--- src/hsc_pkg.sv ---
// ----------------------------------------------------------------------------
// hsc_pkg
// Shared constants, types and helper functions for the Hamming(39,32) codec.
// ----------------------------------------------------------------------------
`default_nettype none

package hsc_pkg;

    localparam int DATA_W = 32;
    localparam int PAR_W  = 7;
    localparam int CODE_W = DATA_W + PAR_W;
    localparam int STAT_W = 2;

    // Input tdata: data_word, code_word, zero pad to whole bytes
    localparam int IN_RAW_W  = DATA_W + CODE_W;
    localparam int IN_DATA_W = ((IN_RAW_W + 7) / 8) * 8;
    // Output tdata: code_out, syndrome, error_status, pad to whole bytes
    localparam int OUT_RAW_W  = CODE_W + PAR_W + STAT_W;
    localparam int OUT_DATA_W = ((OUT_RAW_W + 7) / 8) * 8;

    typedef logic [DATA_W-1:0] data_t;
    typedef logic [PAR_W-1:0]  par_t;
    typedef logic [CODE_W-1:0] code_t;

    typedef enum logic {
        REQ_ENCODE = 1'b0,
        REQ_DECODE = 1'b1
    } req_type_t;

    typedef enum logic [STAT_W-1:0] {
        ST_NONE        = 2'd0,
        ST_CORRECTED   = 2'd1,
        ST_UNCORRECTED = 2'd2
    } err_status_t;

    // Result of one item, passed from the datapath to the output register
    typedef struct packed {
        code_t       code_out;
        par_t        syndrome;
        err_status_t error_status;
    } result_t;

    // Check pattern per data bit: pattern bit 6 is check row 0
    localparam par_t CHK_PAT [DATA_W] = '{
        7'h4F, 7'h4A, 7'h52, 7'h54, 7'h57, 7'h58, 7'h5B, 7'h5D,
        7'h23, 7'h25, 7'h26, 7'h29, 7'h2A, 7'h2C, 7'h31, 7'h34,
        7'h0E, 7'h0B, 7'h13, 7'h15, 7'h16, 7'h19, 7'h1A, 7'h1C,
        7'h62, 7'h64, 7'h67, 7'h68, 7'h6B, 7'h6D, 7'h70, 7'h75
    };

    // Reverse bit order so that bit i is check row i
    function automatic par_t rev_par(input par_t v);
        par_t r;
        for (int k = 0; k < PAR_W; k++) begin
            r[PAR_W-1-k] = v[k];
        end
        return r;
    endfunction

endpackage : hsc_pkg

`default_nettype wire

--- src/hsc_parity.sv ---
// ----------------------------------------------------------------------------
// hsc_parity
// XOR tree folding the check pattern of every set data bit.
// ----------------------------------------------------------------------------
`default_nettype none

module hsc_parity (
    input  wire hsc_pkg::data_t data,
    output      hsc_pkg::par_t  pattern
);
    import hsc_pkg::*;

    always_comb
    begin
        pattern = '0;
        for (int k = 0; k < DATA_W; k++)
        begin
            if (data[k])
            begin
                pattern = pattern ^ CHK_PAT[k];
            end
        end
    end

endmodule : hsc_parity

`default_nettype wire

--- src/hsc_correct.sv ---
// ----------------------------------------------------------------------------
// hsc_correct
// Match the syndrome against the check columns and flip the matching bit.
// ----------------------------------------------------------------------------
`default_nettype none

module hsc_correct (
    input  wire hsc_pkg::code_t   code_word,
    input  wire hsc_pkg::par_t    pattern,
    output      hsc_pkg::result_t result
);
    import hsc_pkg::*;

    par_t  syn;
    code_t flip;
    logic  syn_onehot;

    assign syn        = pattern ^ code_word[PAR_W-1:0];
    assign syn_onehot = (syn != '0) && ((syn & (syn - par_t'(1))) == '0);

    always_comb
    begin
        // parity columns: weight-one syndromes
        flip[PAR_W-1:0] = syn_onehot ? syn : '0;
        // data columns
        for (int k = 0; k < DATA_W; k++)
        begin
            flip[k+PAR_W] = (syn == CHK_PAT[k]);
        end
    end

    always_comb
    begin
        result.code_out = code_word ^ flip;
        result.syndrome = rev_par(syn);
        if (syn == '0)
        begin
            result.error_status = ST_NONE;
        end
        else if (flip != '0)
        begin
            result.error_status = ST_CORRECTED;
        end
        else
        begin
            result.error_status = ST_UNCORRECTED;
        end
    end

endmodule : hsc_correct

`default_nettype wire

--- src/hamming_sec_39_32_codec.sv ---
// ----------------------------------------------------------------------------
// hamming_sec_39_32_codec
// Hamming(39,32) single-error-correcting encoder and decoder on one stream.
// ----------------------------------------------------------------------------
// Pipeline: an accepted item is held in the input register, and the result
// register takes its result once that stage is free to load.
// Throughput: one item per cycle unless m_axis_tready stalls the output;
// the XOR tree and column match sit between the registers, no iteration.
// Reset: rst_n clears both stage valid flags; payload registers are not reset.
// ----------------------------------------------------------------------------
`default_nettype none

module hamming_sec_39_32_codec (
    input  wire                                  clk,
    input  wire                                  rst_n,
    // slave side
    input  wire                                  s_axis_tvalid,
    output logic                                 s_axis_tready,
    // tdata: data_word[31:0], code_word[70:32], zero pad [71]
    input  wire  [hsc_pkg::IN_DATA_W-1:0]        s_axis_tdata,
    // tuser: req_type[0] (0 encode, 1 decode)
    input  wire                                  s_axis_tuser,
    // master side
    output logic                                 m_axis_tvalid,
    input  wire                                  m_axis_tready,
    // tdata: code_out[38:0], syndrome[45:39], error_status[47:46]
    output logic [hsc_pkg::OUT_DATA_W-1:0]       m_axis_tdata
);
    import hsc_pkg::*;

    // Input stage
    logic      in_valid_reg;
    req_type_t in_req_reg;
    data_t     in_data_reg;
    code_t     in_code_reg;

    // Result stage
    logic      out_valid_reg;
    result_t   out_res_reg;
    result_t   out_res_next;

    logic      out_take;   // result stage may load this cycle
    logic      in_take;    // input stage may load this cycle

    // The result stage loads when it is empty or its item leaves now;
    // the input stage loads when empty or when its item moves on.
    assign out_take      = !out_valid_reg || m_axis_tready;
    assign in_take       = !in_valid_reg || out_take;
    assign s_axis_tready = in_take;

    always_ff @(posedge clk or negedge rst_n)
    begin
        if (!rst_n)
        begin
            in_valid_reg <= 1'b0;
        end
        else if (in_take)
        begin
            in_valid_reg <= s_axis_tvalid;
        end
    end

    // Hold the payload unless a new item arrives
    always_ff @(posedge clk)
    begin
        if (in_take && s_axis_tvalid)
        begin
            in_req_reg  <= req_type_t'(s_axis_tuser);
            in_data_reg <= s_axis_tdata[DATA_W-1:0];
            in_code_reg <= s_axis_tdata[DATA_W+CODE_W-1:DATA_W];
        end
    end

    // Datapath: one shared parity tree, fed by the data word when encoding
    // and by the received data bits when decoding.
    data_t   par_data;
    par_t    pattern;
    result_t dec_res;

    assign par_data = (in_req_reg == REQ_DECODE) ? in_code_reg[CODE_W-1:PAR_W]
                                                 : in_data_reg;

    hsc_parity u_parity (
        .data    (par_data),
        .pattern (pattern)
    );

    hsc_correct u_correct (
        .code_word (in_code_reg),
        .pattern   (pattern),
        .result    (dec_res)
    );

    always_comb
    begin
        if (in_req_reg == REQ_DECODE)
        begin
            out_res_next = dec_res;
        end
        else
        begin
            // encode: data above, parity below, no syndrome or status
            out_res_next.code_out     = {in_data_reg, pattern};
            out_res_next.syndrome     = '0;
            out_res_next.error_status = ST_NONE;
        end
    end

    always_ff @(posedge clk or negedge rst_n)
    begin
        if (!rst_n)
        begin
            out_valid_reg <= 1'b0;
        end
        else if (out_take)
        begin
            out_valid_reg <= in_valid_reg;
        end
    end

    // Advance the result only when a finished item moves across
    always_ff @(posedge clk)
    begin
        if (out_take && in_valid_reg)
        begin
            out_res_reg <= out_res_next;
        end
    end

    // Pack code_out in the lowest bits, then syndrome, then status
    assign m_axis_tvalid = out_valid_reg;
    assign m_axis_tdata  = OUT_DATA_W'({out_res_reg.error_status,
                                        out_res_reg.syndrome,
                                        out_res_reg.code_out});

endmodule : hamming_sec_39_32_codec

`default_nettype wire

--- config.mk ---
export PLATFORM = sky130hd
export DESIGN_NAME = hamming_sec_39_32_codec
export DESIGN_NICKNAME = d
export VERILOG_FILES = /design/src/hsc_pkg.sv /design/src/hsc_parity.sv /design/src/hsc_correct.sv /design/src/hamming_sec_39_32_codec.sv
export SDC_FILE = /design/constraint.sdc
export NUM_CORES = 1
export LEC_CHECK = 0
export BUFFER_PORTS_ARGS = -buffer_cell sky130_fd_sc_hd__buf_4
export CAP_MARGIN = 20
export CORE_MARGIN = 2
export CORE_UTILIZATION = 25
export CTS_CLUSTER_SIZE = 14
export DETAILED_ROUTE_END_ITERATION = 16
export PLACE_DENSITY = 0.48
export SLEW_MARGIN = 40
export SYNTH_ARGS = -nofsm -noshare
export SYNTH_HDL_FRONTEND = slang
export SYNTH_HIERARCHICAL = 1
export SYNTH_SLANG_ARGS = --single-unit
--- constraint.sdc ---
create_clock -name clk -period 5.1 [get_ports clk]
set_input_delay 0.765 -clock clk [delete_from_list [all_inputs] [get_ports clk]]
set_output_delay 0.765 -clock clk [all_outputs]
set_load 0.01 [all_outputs]
# == Yosys cells after proc, flatten, opt, wreduce, memory -nomap -nowiden ==
# Cells that the tools add are included.
# totals
regBits,122
in_bits,77
output_inout_bits,50
wordCells,125
# op_classes
n_addsub,1
n_eq_ne,32
muxes,37
bitwise_logic,35
n_reduce_logical,12
# op_table
op,count
$mux 7,17
$eq 7x7->1 const B,16
$not 3->3,24
$eq 7x6->1 const B,8
$mux 48,1
$mux 6,8
$eq 7x5->1 const B,6
$reduce_bool 39->1,1
$xor 39x39->39,1
$not 5->5,7
$mux 32,1
$mux 5,6
$eq 7x4->1 const B,2
$logic_not 7->1,2
$mux 4,2
$and 7x7->7,1
$reduce_bool 7->1,1
$sub 7x1->7 const B,1
$xor 7x7->7,1
$mux 2,2
$logic_and 1x1->1,3
$logic_not 1->1,2
$logic_or 1x1->1,2
$reduce_or 2->1,1
$not 1->1,1

# == Logic depth before layout (Yosys ltp) ==
# depth
depth_word,74
ltp_mapped,19
mapped_depth_nobuf,14

# == Cells and area by module ==
# Netlist, hierarchy kept.
# modules_own_cells
mod,instances,cells_per_inst,area_each_um2,seq_area_each_um2
hamming_sec_39_32_codec,1,316,4604.4,3653.5
hsc_correct,1,154,1113.6,0.0
hsc_parity,1,59,643.1,0.0

# == Least setup slack after synthesis ==
# OpenSTA, ideal clock, no wires.
# synth_timing
kind,reg-to-reg
from,reg in_req_reg
to,"reg out_res_reg (netlist bit m_axis_tdata[2]), data pin"
setup_ns,0.260
arrival_time_ns,3.880
t_required_ns,4.840
setup_slack_ns,0.960
path_stages_with_launch,17
path_buffers,3
synth_period_minus_slack_ns,4.140
cell_sequence,edfxtp_1 buf_4 buf_6 buf_6 nand2_1 nand2_1 xnor2_1 xnor3_2 xnor2_1 xnor2_1 xnor2_4 inv_2 nor3_4 a31oi_2 a31oi_4 mux2_4 mux2_2
# synth_rtl
item,line,text
"start, declared",hamming_sec_39_32_codec.sv:33,req_type_t in_req_reg;
"start signal, assigned",hamming_sec_39_32_codec.sv:68,in_req_reg <= req_type_t'(s_axis_tuser);
"end signal, assigned",hamming_sec_39_32_codec.sv:126,out_res_reg <= out_res_next;
"end, declared",hamming_sec_39_32_codec.sv:39,result_t out_res_reg;

==> results by group <==
Outcome
  – Outcome: finished, final reports clean

Synthesis
  – Distinct cells, synth: 45
  – Synth Net Count: 606
  – Yosys top cell by area: edfxtp_1
  – EDFF count, synth: between 100 and 150
  – Post-Syn Area: 6361 µm²
  – Top post-synthesis cells by area: edfxtp_1 (57%), xnor2_1 (11%), nand2_1 (8.4%)
  – Post-Syn Instances: around 530
  – Mean Syn Cell Area: roughly 12 µm²
  – Top cell types by occurrence after synthesis: nand2_1 (142), edfxtp_1 (120), xnor2_1 (81)
  – Synth async-reset ratio: 1.639%
  – Synth Register Bits: around 120
  – Register area share after synthesis: a little under three fifths
  – Synth top area share: between 50% and 60%
  – Dominant synthesized flop cell: edfxtp_1
  – Top-count cell post-synth: nand2_1
  – Yosys Warn Count: 6

Setup path
  – CP arrival: approximately 4.8 ns
  – CP Launch Type: flip-flop
  – Crit. End Element: flip-flop
  – Crit Path Max Fanout: 46
  – Buf/Inv on CP: 3
  – CP required: between 5 and 6 ns
  – Critical path's top delay family: XOR/XNOR gates
  – Crit Path Category: flip-flop to flip-flop
  – CP Cell Sequence: buf_12, buf_4, nand2b_1, nand2_1, xnor2_1, xnor3_2, xnor2_1, xnor2_1, xnor2_4, inv_2, nor3_4, a31oi_2, a31oi_4, mux2_4, mux2_2
  – Most frequent CP cell: xnor2_1
  – Max incr delay on CP: roughly 0.60 ns
  – CP max stage cell: xnor2_1

Timing
  – Slew Limit Fails: 0
  – Fin Clk Skew: between 0.015 and 0.02 ns
  – Slew Limit Headroom: 50.88%
  – Part of the cycle the worst path needs: between 90% and 100%
  – Unrepaired setup endpoints after global routing: no
  – Setup TNS Final: 0 ns
  – Worst-margin pin slew: ~0.73 ns
  – Fmax: between 200 and 250 MHz
  – Final WS setup: ~0.49 ns
  – Final hold violation count: 0
  – Final Critical Period: ~4.6 ns
  – Setup-failing EPs final: 0

Route
  – Initial DRT Pass Iterations: 4
  – # DRC: 0
  – Vias per cell: about 4.2
  – Routed WL: between 15000 and 20000 µm
  – Post-route ant nets: 0
  – Initial DRC count: between 200 and 300
  – Via count: ~4400
  – Avg WL per Cell: 16.66 µm

CTS
  – Sinks on Clock Net: ~120
  – CTS tree: done
  – Post_cts resized: 0
  – Clk pin slew, worst setup/hold paths: approximately 0.060 ns
  – Worst-case clock buffer depth: 2
  – Skew-Pair Late Insertion Delay: about 0.42 ns
  – Root Buffer: clkbuf_16
  – H-tree lvl count: 4
  – Hold-fix buffers at CTS: 0
  – Num CTS Buffers: 17
  – Postcts setup bufs: 0

Global route
  – Tot GR Track Use: 13.53%
  – Vias in the first global route: around 4600
  – Congestion Overflow GR: 0
  – Initial antenna violation count: 0
  – Global-route wire length before repair: between 20000 and 30000 µm
  – Largest net degree at the start of global routing: 51

Floorplanning
  – Initial Utilization: approximately 25%
  – Die Wd: ~160 µm
  – I/O Pins: ~130
  – Chip height: roughly 160 µm
  – Core area: about 25000 µm²
  – Rows: just under 60
  – Die area: between 20000 and 30000 µm²

Power and ir drop
  – Pint: around 3400 µW
  – Reg power frac: a little under a quarter
  – Sw frac: about 41%
  – Maximum VDD drop: roughly 0.32 mV
  – Leak: roughly 0.0035 µW
  – Psw: 2380 µW
  – Power Density: about 680 nW/µm²
  – Clock Power Share: ~20%
  – Power share of the combinational group: a little under three fifths
  – Power, Total: about 5800 µW

Cells and area
  – Layout cells sized above 1: between 30% and 40%
  – Synth-to-Final Area Change: 34.38%
  – Fillers: between 2000 and 3000
  – Diodes inserted: 0
  – Final Core Density: around 34%
  – Max FFs per register: 48
  – Design Area, Final: about 8500 µm²
  – Nets@finish: a little under 800

Place
  – Setup slack at placement: a little under 0.5 ns
  – Port-buffer cells: between 100 and 150
  – Dpl hpwl: 13250 µm
  – Placer's final routability congestion estimate: 0.7962
  – Dpl cell area: between 7000 and 8000 µm²

Hold path
  – Hold Crit Class: input pin to async pin

Flow run
  – Max Cap Violations: 0
worst reg2reg max path: cells and delay by family (launching register included):
kind / cells / cell delay, ns
xor+xnor: 5 / 1.65
mux: 2 / 0.61
compound gates: 2 / 0.60
buf+inv: 3 / 0.57
simple gates: 3 / 0.56
flops: 1 / 0.37
path summary, 6_finish.rpt:
| kind | from | endpoint | slack, ns | cells past startpoint |
|---|---|---|---|---|
| max | in_req_reg | m_axis_tdata[3] | 0.49 | 15 |
| min | rst_n | in_valid_reg | 0.11 | 1 |
| max reg2reg | in_req_reg | m_axis_tdata[3] | 0.49 | 15 |
| min reg2reg | in_valid_reg | m_axis_tvalid | 0.48 | 1 |
| max in group asynchronous | rst_n | m_axis_tvalid | 4.90 | 1 |
| min in group clk | in_valid_reg | m_axis_tvalid | 0.48 | 1 |
layout make-up:
class	count	area, µm²	share of cell area, %
flip-flops and latches	122	3654	42.74
multi-input cells	383	2560	29.95
clock inverters	14	147.6	1.727
repair buffers	174	1319	15.43
clock buffers	18	429.2	5.020
inverters	7	26.28	0.3074
well taps	330	412.9	4.830
stage by stage:
stage	hold slack, ns	cells
finish	0.1126	1048
global route	0.08391	1048
CTS	0.09252	1048
detailed placement	0.4702	1016
global placement	0.4606	1016
floorplan	0.4490	529
metal layers:
| metal | track usage (%) | vias to the layer above | share of wire [%] |
|---|---|---|---|
| li1 | - | 2169 | - |
| met1 | 17.44 | 2103 | 45 |
| met2 | 22.32 | 114 | 49 |
| met3 | 3.631 | 10 | 4.3 |
| met4 | 3.868 | 0 | 1.1 |
| met5 | 0 | - | 0 |
layout by cell type, fill, tap and decap left out, types with 8 or more instances in the layout:
cell         n
buf_4      173
nand2_1    142
edfxtp_1   120
xnor2_1     81
nand2b_1    35
nand3_1     26
clkbuf_16   17
nor2_1      16
and2_1       9
nand4_1      8
xor2_1       8
cells by family after synthesis:
| kind of cell | count (synthesis) | share of synthesized area [%] |
|---|---|---|
| compound gates | 15 | 2.223 |
| xor+xnor | 103 | 16.82 |
| buf+inv | 24 | 2.380 |
| flops | 122 | 57.44 |
| mux | 14 | 2.891 |
| simple gates | 251 | 18.25 |
power groups by stage:
| stage | Combinational [µW] | Sequential [µW] | Clock [µW] |
|---|---|---|---|
| finish | 3300 | 1340 | 1170 |
| global route | 3540 | 1350 | 1250 |
| CTS | 3310 | 1340 | 1210 |
| detailed placement | 3290 | 1360 | 0 |
| global placement | 3290 | 1360 | 0 |
| floorplan | 1890 | 1400 | 0 |
No activity file was read; power rests on OpenSTA's default activity.
